$ cat src/rtl/erdm_pkg.sv
// Shared constants, types and landmark pair tables for the eye ratio monitor.
package erdm_pkg;

   localparam int COORD_BITS   = 12;
   localparam int FRAC_BITS    = 8;
   localparam int SLOT_BITS    = 5;
   localparam int NUM_SLOTS    = 17;
   localparam int ADDR_BITS    = $clog2(NUM_SLOTS);
   localparam int DIFF_BITS    = COORD_BITS + 1;
   localparam int PROD_BITS    = 2 * COORD_BITS;
   localparam int SQ_BITS      = 2 * COORD_BITS + 1;
   localparam int RAD_BITS     = SQ_BITS + 2 * FRAC_BITS;
   localparam int ROOT_BITS    = (RAD_BITS + 1) / 2;
   localparam int NUM_BITS     = ROOT_BITS + 1 + FRAC_BITS;
   localparam int DEN_BITS     = ROOT_BITS + 1;
   localparam int CNT_BITS     = 10;
   localparam int THR_BITS     = 8;
   localparam int CSR_IDX_BITS = 2;
   localparam int OP_BITS      = 4;

   localparam logic [ADDR_BITS-1:0] LAST_SLOT = ADDR_BITS'(NUM_SLOTS - 1);
   localparam logic [CNT_BITS-1:0]  CNT_MAX   = '1;

   localparam logic [CSR_IDX_BITS-1:0] REG_EAR_THRESHOLD = 2'd0;
   localparam logic [CSR_IDX_BITS-1:0] REG_ALERT_FRAMES  = 2'd1;
   localparam logic [CSR_IDX_BITS-1:0] REG_WARN_FRAMES   = 2'd2;
   localparam logic [CSR_IDX_BITS-1:0] REG_RECORD_LENGTH = 2'd3;

   localparam logic [OP_BITS-1:0] OP_L_A   = 4'd0;
   localparam logic [OP_BITS-1:0] OP_L_B   = 4'd1;
   localparam logic [OP_BITS-1:0] OP_L_C   = 4'd2;
   localparam logic [OP_BITS-1:0] OP_R_A   = 4'd3;
   localparam logic [OP_BITS-1:0] OP_R_B   = 4'd4;
   localparam logic [OP_BITS-1:0] OP_R_C   = 4'd5;
   localparam logic [OP_BITS-1:0] OP_WIDTH = 4'd6;
   localparam logic [OP_BITS-1:0] OP_HIGHT = 4'd7;
   localparam logic [OP_BITS-1:0] OP_NOSE  = 4'd8;
   localparam logic [OP_BITS-1:0] OP_L_CTR = 4'd9;
   localparam logic [OP_BITS-1:0] OP_R_CTR = 4'd10;

   typedef struct packed {
      logic [ADDR_BITS-1:0]         slot;
      logic signed [COORD_BITS-1:0] x;
      logic signed [COORD_BITS-1:0] y;
   } point_type;

   typedef struct packed {
      logic [THR_BITS-1:0] ear_threshold;
      logic [CNT_BITS-1:0] alert_frames;
      logic [CNT_BITS-1:0] warn_frames;
      logic [CNT_BITS-1:0] record_length;
   } cfg_type;

   typedef struct packed {
      logic [CNT_BITS-1:0] mean_ratio;
      logic                drowsy_alert;
      logic                distraction_alert;
      logic                frame_recorded;
      logic                drowsy_warning;
      logic                distraction_warning;
   } result_type;

   function automatic logic [ADDR_BITS-1:0] op_addr_a(input logic [OP_BITS-1:0] op);
      logic [ADDR_BITS-1:0] a;
      case (op)
         OP_L_A:   a = 5'd1;
         OP_L_B:   a = 5'd2;
         OP_L_C:   a = 5'd0;
         OP_R_A:   a = 5'd7;
         OP_R_B:   a = 5'd8;
         OP_R_C:   a = 5'd6;
         OP_WIDTH: a = 5'd12;
         OP_HIGHT: a = 5'd15;
         OP_NOSE:  a = 5'd14;
         OP_L_CTR: a = 5'd0;
         OP_R_CTR: a = 5'd6;
         default:  a = 5'd0;
      endcase
      return a;
   endfunction

   function automatic logic [ADDR_BITS-1:0] op_addr_b(input logic [OP_BITS-1:0] op);
      logic [ADDR_BITS-1:0] b;
      case (op)
         OP_L_A:   b = 5'd5;
         OP_L_B:   b = 5'd4;
         OP_L_C:   b = 5'd3;
         OP_R_A:   b = 5'd11;
         OP_R_B:   b = 5'd10;
         OP_R_C:   b = 5'd9;
         OP_WIDTH: b = 5'd13;
         OP_HIGHT: b = 5'd16;
         OP_NOSE:  b = 5'd14;
         OP_L_CTR: b = 5'd3;
         OP_R_CTR: b = 5'd9;
         default:  b = 5'd0;
      endcase
      return b;
   endfunction

endpackage

$ cat src/rtl/eye_ratio_drowsiness_monitor.sv
// Top level of the eye ratio drowsiness and distraction monitor.
//   channel   handshake            word
//   req       req_valid/req_ready  point_index, x_coord, y_coord
//   rsp       rsp_valid/rsp_ready  mean_ratio and five flags, one per face
//   csr       csr_valid/csr_ready  csr_index, csr_data
// A point is stored as it is popped; the last point of a face starts the pop, eleven
// operand steps, six square roots, up to two divides and the load.
// No new point is popped until the face's result is loaded.
// Reset is synchronous; no clearing pass, a slot not sent for a face keeps its last value.
// A stalled result holds in its register; a two-word queue takes points while a face is in progress.
module eye_ratio_drowsiness_monitor import erdm_pkg::*; (
   input  logic                         clock,
   input  logic                         reset,
   input  logic                         req_valid,
   output logic                         req_ready,
   input  logic [SLOT_BITS-1:0]         req_point_index,
   input  logic signed [COORD_BITS-1:0] req_x_coord,
   input  logic signed [COORD_BITS-1:0] req_y_coord,
   output logic                         rsp_valid,
   input  logic                         rsp_ready,
   output logic [CNT_BITS-1:0]          rsp_mean_ratio,
   output logic                         rsp_drowsy_alert,
   output logic                         rsp_distraction_alert,
   output logic                         rsp_frame_recorded,
   output logic                         rsp_drowsy_warning,
   output logic                         rsp_distraction_warning,
   input  logic                         csr_valid,
   output logic                         csr_ready,
   input  logic [CSR_IDX_BITS-1:0]      csr_index,
   input  logic [CNT_BITS-1:0]          csr_data
);

   cfg_type    cfg_ff;
   logic       pop_valid, pop_ready;
   point_type  pop_point;
   result_type rsp_word;

   assign csr_ready = 1'b1;

   always_ff @(posedge clock) begin
      if (reset) begin
         cfg_ff.ear_threshold <= 8'd64;
         cfg_ff.alert_frames  <= 10'd90;
         cfg_ff.warn_frames   <= 10'd45;
         cfg_ff.record_length <= 10'd750;
      end else if (csr_valid && csr_ready) begin
         case (csr_index)
            REG_EAR_THRESHOLD: cfg_ff.ear_threshold <= csr_data[THR_BITS-1:0];
            REG_ALERT_FRAMES:  cfg_ff.alert_frames  <= csr_data;
            REG_WARN_FRAMES:   cfg_ff.warn_frames   <= csr_data;
            REG_RECORD_LENGTH: cfg_ff.record_length <= csr_data;
            default:           cfg_ff <= cfg_ff;
         endcase
      end
   end

   erdm_front u_front (
      .clock(clock), .reset(reset),
      .req_valid(req_valid), .req_ready(req_ready),
      .req_point_index(req_point_index), .req_x_coord(req_x_coord),
      .req_y_coord(req_y_coord),
      .pop_valid(pop_valid), .pop_ready(pop_ready), .pop_point(pop_point)
   );

   erdm_back u_back (
      .clock(clock), .reset(reset), .cfg(cfg_ff),
      .pop_valid(pop_valid), .pop_ready(pop_ready), .pop_point(pop_point),
      .rsp_valid(rsp_valid), .rsp_ready(rsp_ready), .rsp_word(rsp_word)
   );

   assign rsp_mean_ratio          = rsp_word.mean_ratio;
   assign rsp_drowsy_alert        = rsp_word.drowsy_alert;
   assign rsp_distraction_alert   = rsp_word.distraction_alert;
   assign rsp_frame_recorded      = rsp_word.frame_recorded;
   assign rsp_drowsy_warning      = rsp_word.drowsy_warning;
   assign rsp_distraction_warning = rsp_word.distraction_warning;

endmodule

$ cat src/rtl/erdm_front.sv
// Input side: accepts landmark words, drops bad slots and queues the rest.
module erdm_front import erdm_pkg::*; (
   input  logic                         clock,
   input  logic                         reset,
   input  logic                         req_valid,
   output logic                         req_ready,
   input  logic [SLOT_BITS-1:0]         req_point_index,
   input  logic signed [COORD_BITS-1:0] req_x_coord,
   input  logic signed [COORD_BITS-1:0] req_y_coord,
   output logic                         pop_valid,
   input  logic                         pop_ready,
   output point_type                    pop_point
);

   point_type  entry_ff [2];
   logic       wr_ptr_ff, wr_ptr_in;
   logic       rd_ptr_ff, rd_ptr_in;
   logic [1:0] count_ff, count_in;
   logic       push, pop, keep;

   assign req_ready = (count_ff != 2'd2);
   assign keep      = (req_point_index <= SLOT_BITS'(LAST_SLOT));
   assign push      = req_valid && req_ready && keep;
   assign pop_valid = (count_ff != 2'd0);
   assign pop       = pop_valid && pop_ready;
   assign pop_point = entry_ff[rd_ptr_ff];

   always_comb begin
      wr_ptr_in = push ? !wr_ptr_ff : wr_ptr_ff;
      rd_ptr_in = pop ? !rd_ptr_ff : rd_ptr_ff;
      count_in  = count_ff + {1'b0, push} - {1'b0, pop};
   end

   always_ff @(posedge clock) begin
      if (reset) begin
         wr_ptr_ff <= 1'b0;
         rd_ptr_ff <= 1'b0;
         count_ff  <= 2'd0;
      end else begin
         wr_ptr_ff <= wr_ptr_in;
         rd_ptr_ff <= rd_ptr_in;
         count_ff  <= count_in;
      end
   end

   always_ff @(posedge clock) begin
      if (push) begin
         entry_ff[wr_ptr_ff] <= '{slot: req_point_index[ADDR_BITS-1:0],
                                  x: req_x_coord, y: req_y_coord};
      end
   end

endmodule

$ cat src/rtl/erdm_isqrt.sv
// Integer square root, one root bit per cycle.
module erdm_isqrt import erdm_pkg::*; (
   input  logic                 clock,
   input  logic                 reset,
   input  logic                 start,
   input  logic [RAD_BITS-1:0]  radicand,
   output logic                 done,
   output logic [ROOT_BITS-1:0] root
);

   localparam int PAD_BITS = 2 * ROOT_BITS;
   localparam int REM_BITS = ROOT_BITS + 2;
   localparam int TMP_BITS = REM_BITS + 2;
   localparam int CNT_W    = $clog2(ROOT_BITS + 1);

   logic [PAD_BITS-1:0]  rad_ff;
   logic [REM_BITS-1:0]  rem_ff;
   logic [ROOT_BITS-1:0] root_ff;
   logic [CNT_W-1:0]     cnt_ff;
   logic                 run_ff, done_ff;
   logic [TMP_BITS-1:0]  rem_t, trial;
   logic                 fit;

   assign rem_t = {rem_ff, rad_ff[PAD_BITS-1 -: 2]};
   assign trial = TMP_BITS'({root_ff, 2'b01});
   assign fit   = (rem_t >= trial);
   assign done  = done_ff;
   assign root  = root_ff;

   always_ff @(posedge clock) begin
      if (reset) begin
         run_ff  <= 1'b0;
         done_ff <= 1'b0;
         cnt_ff  <= '0;
      end else begin
         done_ff <= 1'b0;
         if (start) begin
            run_ff <= 1'b1;
            cnt_ff <= CNT_W'(ROOT_BITS);
         end else if (run_ff) begin
            cnt_ff <= cnt_ff - 1'b1;
            if (cnt_ff == CNT_W'(1)) begin
               run_ff  <= 1'b0;
               done_ff <= 1'b1;
            end
         end
      end
   end

   always_ff @(posedge clock) begin
      if (start) begin
         rad_ff  <= PAD_BITS'(radicand);
         rem_ff  <= '0;
         root_ff <= '0;
      end else if (run_ff) begin
         rad_ff  <= rad_ff << 2;
         rem_ff  <= fit ? REM_BITS'(rem_t - trial) : REM_BITS'(rem_t);
         root_ff <= {root_ff[ROOT_BITS-2:0], fit};
      end
   end

endmodule

$ cat src/rtl/erdm_div.sv
// Restoring divider, one quotient bit per cycle.
module erdm_div import erdm_pkg::*; (
   input  logic                clock,
   input  logic                reset,
   input  logic                start,
   input  logic [NUM_BITS-1:0] numer,
   input  logic [DEN_BITS-1:0] denom,
   output logic                done,
   output logic [NUM_BITS-1:0] quot
);

   localparam int REM_BITS = DEN_BITS + 1;
   localparam int CNT_W    = $clog2(NUM_BITS + 1);

   logic [NUM_BITS-1:0] num_ff;
   logic [DEN_BITS-1:0] den_ff;
   logic [REM_BITS-1:0] rem_ff, rem_t, den_x;
   logic [CNT_W-1:0]    cnt_ff;
   logic                run_ff, done_ff, fit;

   assign rem_t = {rem_ff[REM_BITS-2:0], num_ff[NUM_BITS-1]};
   assign den_x = {1'b0, den_ff};
   assign fit   = (rem_t >= den_x);
   assign done  = done_ff;

   always_ff @(posedge clock) begin
      if (reset) begin
         run_ff  <= 1'b0;
         done_ff <= 1'b0;
         cnt_ff  <= '0;
      end else begin
         done_ff <= 1'b0;
         if (start) begin
            run_ff <= 1'b1;
            cnt_ff <= CNT_W'(NUM_BITS);
         end else if (run_ff) begin
            cnt_ff <= cnt_ff - 1'b1;
            if (cnt_ff == CNT_W'(1)) begin
               run_ff  <= 1'b0;
               done_ff <= 1'b1;
            end
         end
      end
   end

   always_ff @(posedge clock) begin
      if (start) begin
         num_ff <= numer;
         den_ff <= denom;
         rem_ff <= '0;
         quot   <= '0;
      end else if (run_ff) begin
         num_ff <= num_ff << 1;
         rem_ff <= fit ? (rem_t - den_x) : rem_t;
         quot   <= {quot[NUM_BITS-2:0], fit};
      end
   end

endmodule

$ cat src/rtl/erdm_back.sv
// Work side: point store, per-face sequencer, counters and result register.
module erdm_back import erdm_pkg::*; (
   input  logic       clock,
   input  logic       reset,
   input  cfg_type    cfg,
   input  logic       pop_valid,
   output logic       pop_ready,
   input  point_type  pop_point,
   output logic       rsp_valid,
   input  logic       rsp_ready,
   output result_type rsp_word
);

   localparam logic [2:0] S_IDLE = 3'd0;
   localparam logic [2:0] S_RD   = 3'd1;
   localparam logic [2:0] S_CALC = 3'd2;
   localparam logic [2:0] S_USE  = 3'd3;
   localparam logic [2:0] S_SQRT = 3'd4;
   localparam logic [2:0] S_DIV  = 3'd5;
   localparam logic [2:0] S_FIN  = 3'd6;

   localparam int CMP_BITS = NUM_BITS + 2 * THR_BITS + 2 * FRAC_BITS;

   logic [2*COORD_BITS-1:0] mem [NUM_SLOTS];
   logic [2*COORD_BITS-1:0] qa_ff, qb_ff;
   logic [2:0]              state_ff;
   logic [OP_BITS-1:0]      op_ff;
   logic [PROD_BITS-1:0]    sqx_ff, sqy_ff, sqx_in, sqy_in;
   logic [SQ_BITS-1:0]      wsq_ff, hsq_ff, sum;
   logic signed [DIFF_BITS-1:0] nose_x_ff, nose_y_ff;
   logic [ROOT_BITS-1:0]    dist_a_ff, dist_b_ff;
   logic [NUM_BITS-1:0]     ratio_l_ff, ratio_r_ff;
   logic                    sat_l_ff, sat_r_ff, on_road_ff;
   logic [CNT_BITS-1:0]     dcnt_ff, xcnt_ff, rcnt_ff;
   logic                    active_ff;
   logic                    rsp_valid_ff;
   result_type              rsp_ff;

   logic pop, sq_start, sq_done, dv_start, dv_done, c_op, ctr_op, last_op, load;
   logic [ROOT_BITS-1:0] root;
   logic [NUM_BITS-1:0]  quot, numer;
   logic [DEN_BITS-1:0]  denom;
   logic [RAD_BITS-1:0]  radicand;
   logic signed [DIFF_BITS-1:0] xa, ya, xb, yb, sx, sy, ex, ey, dx, dy;
   logic signed [2*DIFF_BITS-1:0] px, py;

   assign pop_ready = (state_ff == S_IDLE);
   assign pop       = pop_valid && pop_ready;
   assign c_op      = (op_ff == OP_L_C) || (op_ff == OP_R_C);
   assign ctr_op    = (op_ff == OP_L_CTR) || (op_ff == OP_R_CTR);
   assign last_op   = (op_ff == OP_R_CTR);
   assign load      = (state_ff == S_FIN) && (!rsp_valid_ff || rsp_ready);

   always_ff @(posedge clock) begin
      if (pop) begin
         mem[pop_point.slot] <= {pop_point.x, pop_point.y};
      end
      qa_ff <= mem[op_addr_a(op_ff)];
      qb_ff <= mem[op_addr_b(op_ff)];
   end

   always_comb begin
      xa = DIFF_BITS'($signed(qa_ff[2*COORD_BITS-1:COORD_BITS]));
      ya = DIFF_BITS'($signed(qa_ff[COORD_BITS-1:0]));
      xb = DIFF_BITS'($signed(qb_ff[2*COORD_BITS-1:COORD_BITS]));
      yb = DIFF_BITS'($signed(qb_ff[COORD_BITS-1:0]));
      sx = xa + xb;
      sy = ya + yb;
      ex = (sx + $signed(DIFF_BITS'(sx[DIFF_BITS-1]))) >>> 1;
      ey = (sy + $signed(DIFF_BITS'(sy[DIFF_BITS-1]))) >>> 1;
      dx = ctr_op ? (nose_x_ff - ex) : (xa - xb);
      dy = ctr_op ? (nose_y_ff - ey) : (ya - yb);
      px = dx * dx;
      py = dy * dy;
      sqx_in = px[PROD_BITS-1:0];
      sqy_in = py[PROD_BITS-1:0];
      sum    = SQ_BITS'(sqx_ff) + SQ_BITS'(sqy_ff);
      radicand = {sum, {(2*FRAC_BITS){1'b0}}};
      numer = {(DEN_BITS'(dist_a_ff) + DEN_BITS'(dist_b_ff)), {FRAC_BITS{1'b0}}};
      denom = {root, 1'b0};
   end

   assign sq_start = (state_ff == S_USE) && (op_ff <= OP_R_C);
   assign dv_start = (state_ff == S_SQRT) && sq_done && c_op && (root != '0);

   erdm_isqrt u_isqrt (
      .clock(clock), .reset(reset), .start(sq_start), .radicand(radicand),
      .done(sq_done), .root(root)
   );

   erdm_div u_div (
      .clock(clock), .reset(reset), .start(dv_start), .numer(numer),
      .denom(denom), .done(dv_done), .quot(quot)
   );

   always_ff @(posedge clock) begin
      if (reset) begin
         state_ff <= S_IDLE;
         op_ff    <= OP_L_A;
      end else begin
         case (state_ff)
            S_IDLE: begin
               if (pop && (pop_point.slot == LAST_SLOT)) begin
                  state_ff <= S_RD;
                  op_ff    <= OP_L_A;
               end
            end
            S_RD:   state_ff <= S_CALC;
            S_CALC: state_ff <= S_USE;
            S_USE: begin
               if (sq_start) begin
                  state_ff <= S_SQRT;
               end else if (last_op) begin
                  state_ff <= S_FIN;
               end else begin
                  op_ff    <= op_ff + 1'b1;
                  state_ff <= S_RD;
               end
            end
            S_SQRT: begin
               if (sq_done) begin
                  if (dv_start) begin
                     state_ff <= S_DIV;
                  end else begin
                     op_ff    <= op_ff + 1'b1;
                     state_ff <= S_RD;
                  end
               end
            end
            S_DIV: begin
               if (dv_done) begin
                  op_ff    <= op_ff + 1'b1;
                  state_ff <= S_RD;
               end
            end
            S_FIN: begin
               if (load) begin
                  state_ff <= S_IDLE;
               end
            end
            default: state_ff <= S_IDLE;
         endcase
      end
   end

   always_ff @(posedge clock) begin
      if (state_ff == S_CALC) begin
         sqx_ff <= sqx_in;
         sqy_ff <= sqy_in;
         if (op_ff == OP_NOSE) begin
            nose_x_ff <= xa;
            nose_y_ff <= ya;
         end
      end
      if (state_ff == S_USE) begin
         if (op_ff == OP_WIDTH) wsq_ff <= sum;
         if (op_ff == OP_HIGHT) hsq_ff <= sum;
         if (op_ff == OP_L_CTR) begin
            on_road_ff <= ((PROD_BITS+4)'({sqx_ff, 4'b0}) < (PROD_BITS+4)'(wsq_ff)) &&
                          ((PROD_BITS+4)'({sqy_ff, 4'b0}) < (PROD_BITS+4)'(hsq_ff));
         end
         if (op_ff == OP_R_CTR) begin
            on_road_ff <= on_road_ff &&
                          ((PROD_BITS+4)'({sqx_ff, 4'b0}) < (PROD_BITS+4)'(wsq_ff)) &&
                          ((PROD_BITS+4)'({sqy_ff, 4'b0}) < (PROD_BITS+4)'(hsq_ff));
         end
      end
      if ((state_ff == S_SQRT) && sq_done) begin
         if ((op_ff == OP_L_A) || (op_ff == OP_R_A)) dist_a_ff <= root;
         if ((op_ff == OP_L_B) || (op_ff == OP_R_B)) dist_b_ff <= root;
         if (op_ff == OP_L_C) sat_l_ff <= (root == '0);
         if (op_ff == OP_R_C) sat_r_ff <= (root == '0);
      end
      if ((state_ff == S_DIV) && dv_done) begin
         if (op_ff == OP_L_C) ratio_l_ff <= quot;
         if (op_ff == OP_R_C) ratio_r_ff <= quot;
      end
   end

   logic                sat;
   logic [NUM_BITS-1:0] mean;
   logic [CMP_BITS-1:0] mean_cmp, thr_cmp;
   logic                closed, d_alert, x_alert;
   logic [CNT_BITS-1:0] dc1, dc_in, xc1, xc_in, rc1, rc_in, rc_inc;
   logic                act1, active_in;
   result_type          res;

   always_comb begin
      sat      = sat_l_ff || sat_r_ff;
      mean     = NUM_BITS'(((NUM_BITS+1)'(ratio_l_ff) + (NUM_BITS+1)'(ratio_r_ff)) >> 1);
      mean_cmp = CMP_BITS'({mean, {THR_BITS{1'b0}}});
      thr_cmp  = CMP_BITS'({cfg.ear_threshold, {FRAC_BITS{1'b0}}});
      closed   = !sat && (mean_cmp < thr_cmp);
      dc1      = closed ? ((dcnt_ff == CNT_MAX) ? dcnt_ff : dcnt_ff + 1'b1) : '0;
      d_alert  = (dc1 >= cfg.alert_frames);
      dc_in    = d_alert ? '0 : dc1;
      xc1      = !on_road_ff ? ((xcnt_ff == CNT_MAX) ? xcnt_ff : xcnt_ff + 1'b1) : '0;
      x_alert  = (xc1 >= cfg.alert_frames);
      xc_in    = x_alert ? '0 : xc1;
      act1     = active_ff || d_alert || x_alert;
      rc1      = (!active_ff && (d_alert || x_alert)) ? '0 : rcnt_ff;
      rc_inc   = rc1 + 1'b1;
      rc_in    = act1 ? rc_inc : rc1;
      active_in = act1 && !(rc_inc == cfg.record_length);
      if (sat || (mean > NUM_BITS'(CNT_MAX))) begin
         res.mean_ratio = CNT_MAX;
      end else begin
         res.mean_ratio = mean[CNT_BITS-1:0];
      end
      res.drowsy_alert        = d_alert;
      res.distraction_alert   = x_alert;
      res.frame_recorded      = act1;
      res.drowsy_warning      = act1 && (dc_in >= cfg.warn_frames);
      res.distraction_warning = act1 && (xc_in >= cfg.warn_frames);
   end

   always_ff @(posedge clock) begin
      if (reset) begin
         dcnt_ff      <= '0;
         xcnt_ff      <= '0;
         rcnt_ff      <= '0;
         active_ff    <= 1'b0;
         rsp_valid_ff <= 1'b0;
      end else begin
         if (load) begin
            dcnt_ff      <= dc_in;
            xcnt_ff      <= xc_in;
            rcnt_ff      <= rc_in;
            active_ff    <= active_in;
            rsp_valid_ff <= 1'b1;
         end else if (rsp_ready) begin
            rsp_valid_ff <= 1'b0;
         end
      end
   end

   always_ff @(posedge clock) begin
      if (load) begin
         rsp_ff <= res;
      end
   end

   assign rsp_valid = rsp_valid_ff;
   assign rsp_word  = rsp_ff;

   a_pop_idle: assert property (@(posedge clock) disable iff (reset)
      pop |-> (state_ff == S_IDLE))
      else $error("point popped while a face is in progress");

   a_load_idle: assert property (@(posedge clock) disable iff (reset)
      load |=> (state_ff == S_IDLE) && rsp_valid_ff)
      else $error("result load did not return to idle");

   a_alert_rec: assert property (@(posedge clock) disable iff (reset)
      rsp_valid_ff && (rsp_ff.drowsy_alert || rsp_ff.distraction_alert)
         |-> rsp_ff.frame_recorded)
      else $error("alert without an open recording window");

   a_div_after_sqrt: assert property (@(posedge clock) disable iff (reset)
      dv_start |-> c_op && (state_ff == S_SQRT))
      else $error("divide started outside eye width step");

endmodule

$ cat config.mk
export PLATFORM = sky130hd
export DESIGN_NAME = eye_ratio_drowsiness_monitor
export DESIGN_NICKNAME = d
export VERILOG_FILES = /design/src/rtl/erdm_pkg.sv /design/src/rtl/eye_ratio_drowsiness_monitor.sv /design/src/rtl/erdm_front.sv /design/src/rtl/erdm_isqrt.sv /design/src/rtl/erdm_div.sv /design/src/rtl/erdm_back.sv
export SDC_FILE = /design/constraint.sdc
export NUM_CORES = 2
export LEC_CHECK = 0
export ABC_AREA = 1
export BUFFER_PORTS_ARGS = -buffer_cell sky130_fd_sc_hd__buf_2
export CORE_ASPECT_RATIO = 2
export CORE_MARGIN = 2
export CORE_UTILIZATION = 43
export DETAILED_ROUTE_END_ITERATION = 7
export GPL_TIMING_DRIVEN = 0
export HOLD_SLACK_MARGIN = 0.12
export PLACE_DENSITY = 0.67
export RECOVER_POWER = 50
export SKIP_LAST_GASP = 1
export SYNTH_ARGS = -nofsm -noshare
export SYNTH_HDL_FRONTEND = slang
export SYNTH_SLANG_ARGS = --single-unit
$ cat constraint.sdc
create_clock -name clock -period 24.7 [get_ports clock]
set_clock_uncertainty 0.1 [all_clocks]
set_input_delay 1.235 -clock clock [delete_from_list [all_inputs] [get_ports clock]]
set_output_delay 1.235 -clock clock [all_outputs]
set_load 0.01 [all_outputs]
==> summary.txt <==
Timing
  – Slew headroom: -37.6%
  – Final cycle utilization of the critical path: around 47%
  – Fmax: a little under 0.09 GHz
  – Final setup fails: 0
  – Worst hold slack: ~340 ps
  – Number of hold violations in the final report: 0
  – RSZ-0062 raised after global routing: false
  – Max Slew Vio Count: approximately 150
  – Crit path time final: about 11000 ps
  – Final setup TNS: 0 ps
  – Worst Tran Pin Value: 2060 ps

Critical path
  – Most common cell on crit path: inv_1
  – Max stage delay on crit path: 770 ps
  – CP max stage cell: fa_1
  – Setup Crit Path Kind: register to register
  – FF-to-FF setup slack: ~13000 ps
  – Worst path arrival time: around 12000 ps
  – Critical Path Source Type: register
  – Critical Path End Type: register
  – WP data required: between 20000 and 30000 ps
  – Crit Path Max Fanout: 10

Clock network
  – Cts repair resizes: 0
  – CTS tree: yes
  – H-tree level count: 3
  – Postcts setup bufs: 0
  – CTS clk-pin slew, worst paths: 70 ps
  – Longest Clk Path Bufs: 3
  – Clock latency on the worst-skew pair: a little over 700 ps
  – CTS hold repair buffers: 0
  – Clock Sinks: about 1.0k
  – Total CTS buffers: between 90 and 100
  – CTS Root Cell: clkbuf_16

Route
  – Final wirelength: 229000 um
  – Avg Vias per Cell: ~5.8
  – DRT iter0 DRCs: roughly 4.0k
  – DR vias: between 50k and 60k
  – Routed WL per cell: ~26 um
  – Number of nets with antenna violations after routing: 0
  – Residual DRC count: 24
  – Drt pass-1 iters: 8

Global routing
  – Initial antenna violation count: 8
  – First-pass GRT wire length: ~330000 um
  – Gr ovfl total: 0
  – Vias in the first global route: between 50k and 60k
  – Pin count of the biggest net entering global routing: 35
  – Total GRT Usage: slightly above 30%

Cells and area
  – Most common cell after layout, fill and taps aside: inv_1
  – Net count, final: approximately 7.6k
  – Most frequent cells in the layout: inv_1 (1012), nand2_1 (861), edfxtp_1 (774)
  – Share of cells above drive strength 1: roughly 4.7%
  – Area Growth Syn to Fin: 10.3%

Die
  – Die W: 276 um
  – CORE AREA: ~0.15 mm2
  – FP Rows: roughly 200
  – Ports: 64
  – Die Ht: between 500 and 600 um
  – Starting Density: 43.2%
  – Die ar.: 0.151 mm2

Synthesis
  – Yosys Warn Count: 0
  – Synth Area in Adders: between 10% and 20%
  – Xor/xnor share of the synthesized area: 3.03%
  – Main synth FF type: edfxtp_1
  – Post-synth EDFFs: between 700 and 800
  – Post-Synth Simple-Gate Area: between 10% and 20%
  – Post-synthesis mux area share: slightly below 2%
  – Largest family of logic cells by synthesized area: adder cells
  – Synth unique cells: just under 80
  – Synthesized Nets: approximately 7.5k
  – Mapped Cells: 6704
  – Compound-gate portion of the synthesized area: 13.7%
  – Sequential fraction of the synthesis area: between 40 and 50%
  – Syn_area_per_cell: 9.48 um2
  – FF+latch count, synth: a little over 1k
  – Async set-reset flop share out of synthesis: 0%
  – Syn Std Cell Area: between 0.06 and 0.07 mm2

Placed design
  – IO Port Bufs: 62
  – Final GP Congestion: ~1.0
  – DPL Wire Length: 177000 um

Run status
  – Status: finished with violations
  – Failing checks: DRC, capacitance limit, slew limit

Hold path
  – Class of the worst hold path: register to register

Run
  – Max-Cap Viols: 5
## worst max-delay path, delay by kind of cell, from the launching register on
kind	cells	cell delay (ps)
adders and majority gates	10	4690
and+or+nand+nor	18	2990
AOI/OAI and AO/OA	9	1630
buffers and inverters	11	1360
DFF	1	340
xor gates and xnor gates	1	140
## worst paths after layout
check                        from              endpoint  depth (start not counted)
max               u_back.qb_ff[3]     u_back.sqy_ff[23]                         49
min          u_back.u_div.quot[1]  u_back.ratio_l_ff[1]                          0
max reg2reg       u_back.qb_ff[3]     u_back.sqy_ff[23]                         49
min reg2reg  u_back.u_div.quot[1]  u_back.ratio_l_ff[1]                          0
## per-stage QoR
step / utilization (%) / instances / cell area, um2 / worst slack (ps)
final: 47.7 / 8890 / 70100 / 13200
after floorplan: - / 6704 / 63500 / 15340
after detailed placement: 45.6 / 8706 / 67000 / 13230
after CTS: 47.8 / 8886 / 70300 / 13200
after global routing: 47.7 / 8888 / 70100 / 12270
after global placement: 45.1 / 8675 / 66200 / 13290
## cell usage after synthesis (12+ instances only)
cell	n	area, um2
inv_1	1010	3790
nand2_1	861	3230
edfxtp_1	774	23200
nor2_1	589	2210
o21ai_0	582	2910
a21oi_1	477	2390
ha_1	435	5440
fa_1	270	5410
dfxtp_1	250	5000
nand3_1	203	1020
clkbuf_1	193	724
xor2_1	137	1200
mux2i_1	95	951
o211ai_1	87	653
o221ai_1	87	762
xnor2_1	79	692
a31oi_1	61	382
o22ai_1	56	350
nand4_1	54	338
nor3_1	52	260
o21ai_1	34	170
mux2_2	25	282
o21bai_1	24	180
a21o_1	23	173
buf_1	22	82.6
nor4_1	22	138
a211oi_1	17	128
inv_2	15	56.3
a21boi_0	14	105
buf_2	13	65.1
or2_2	12	75.1
## kinds of logic after synthesis
logic type / Yosys count
multiplexers: 120
flip-flops: 1024
XOR/XNOR: 218
AND/OR/NAND/NOR: 1850
adder cells (fa/ha/maj): 705
AO/OA/AOI/OAI: 1519
other: 1
buffers and inverters: 1267
## per-layer routing
layer	GRT usage (%)	wire [um]
met1	25.1	65200
met2	56.8	122000
met3	5.11	12600
met4	31.8	29100
met5	0	9
## flip-flops by register name (all words and copies together), names as in the netlist, 24 cells and up, named ones only
signal / cells
u_back.wsq_ff: 25
u_back.ratio_l_ff: 30
u_front.entry_ff: 58
u_back.hsq_ff: 25
cfg_ff: 38
u_back.qb_ff: 24
u_back.ratio_r_ff: 30
u_back.u_isqrt.rad_ff: 26
u_back.mem: 408
u_back.qa_ff: 24
u_back.u_div.quot: 30
## final cells by class
cell class / count / area, um2
tap: 1909 / 2390
inverter: 1033 / 3880
sequential: 1024 / 28200
multi-input combinational: 4413 / 30600
buffer: 234 / 928
clock inverter: 61 / 747
antenna: 3 / 7.51
clock buffer: 119 / 2530
fill: 13800 / 76800
timing repair buffer: 94 / 763
Power is not shown: default switching activity piles up to over one toggle a cycle in this logic, so the estimate is an artifact.
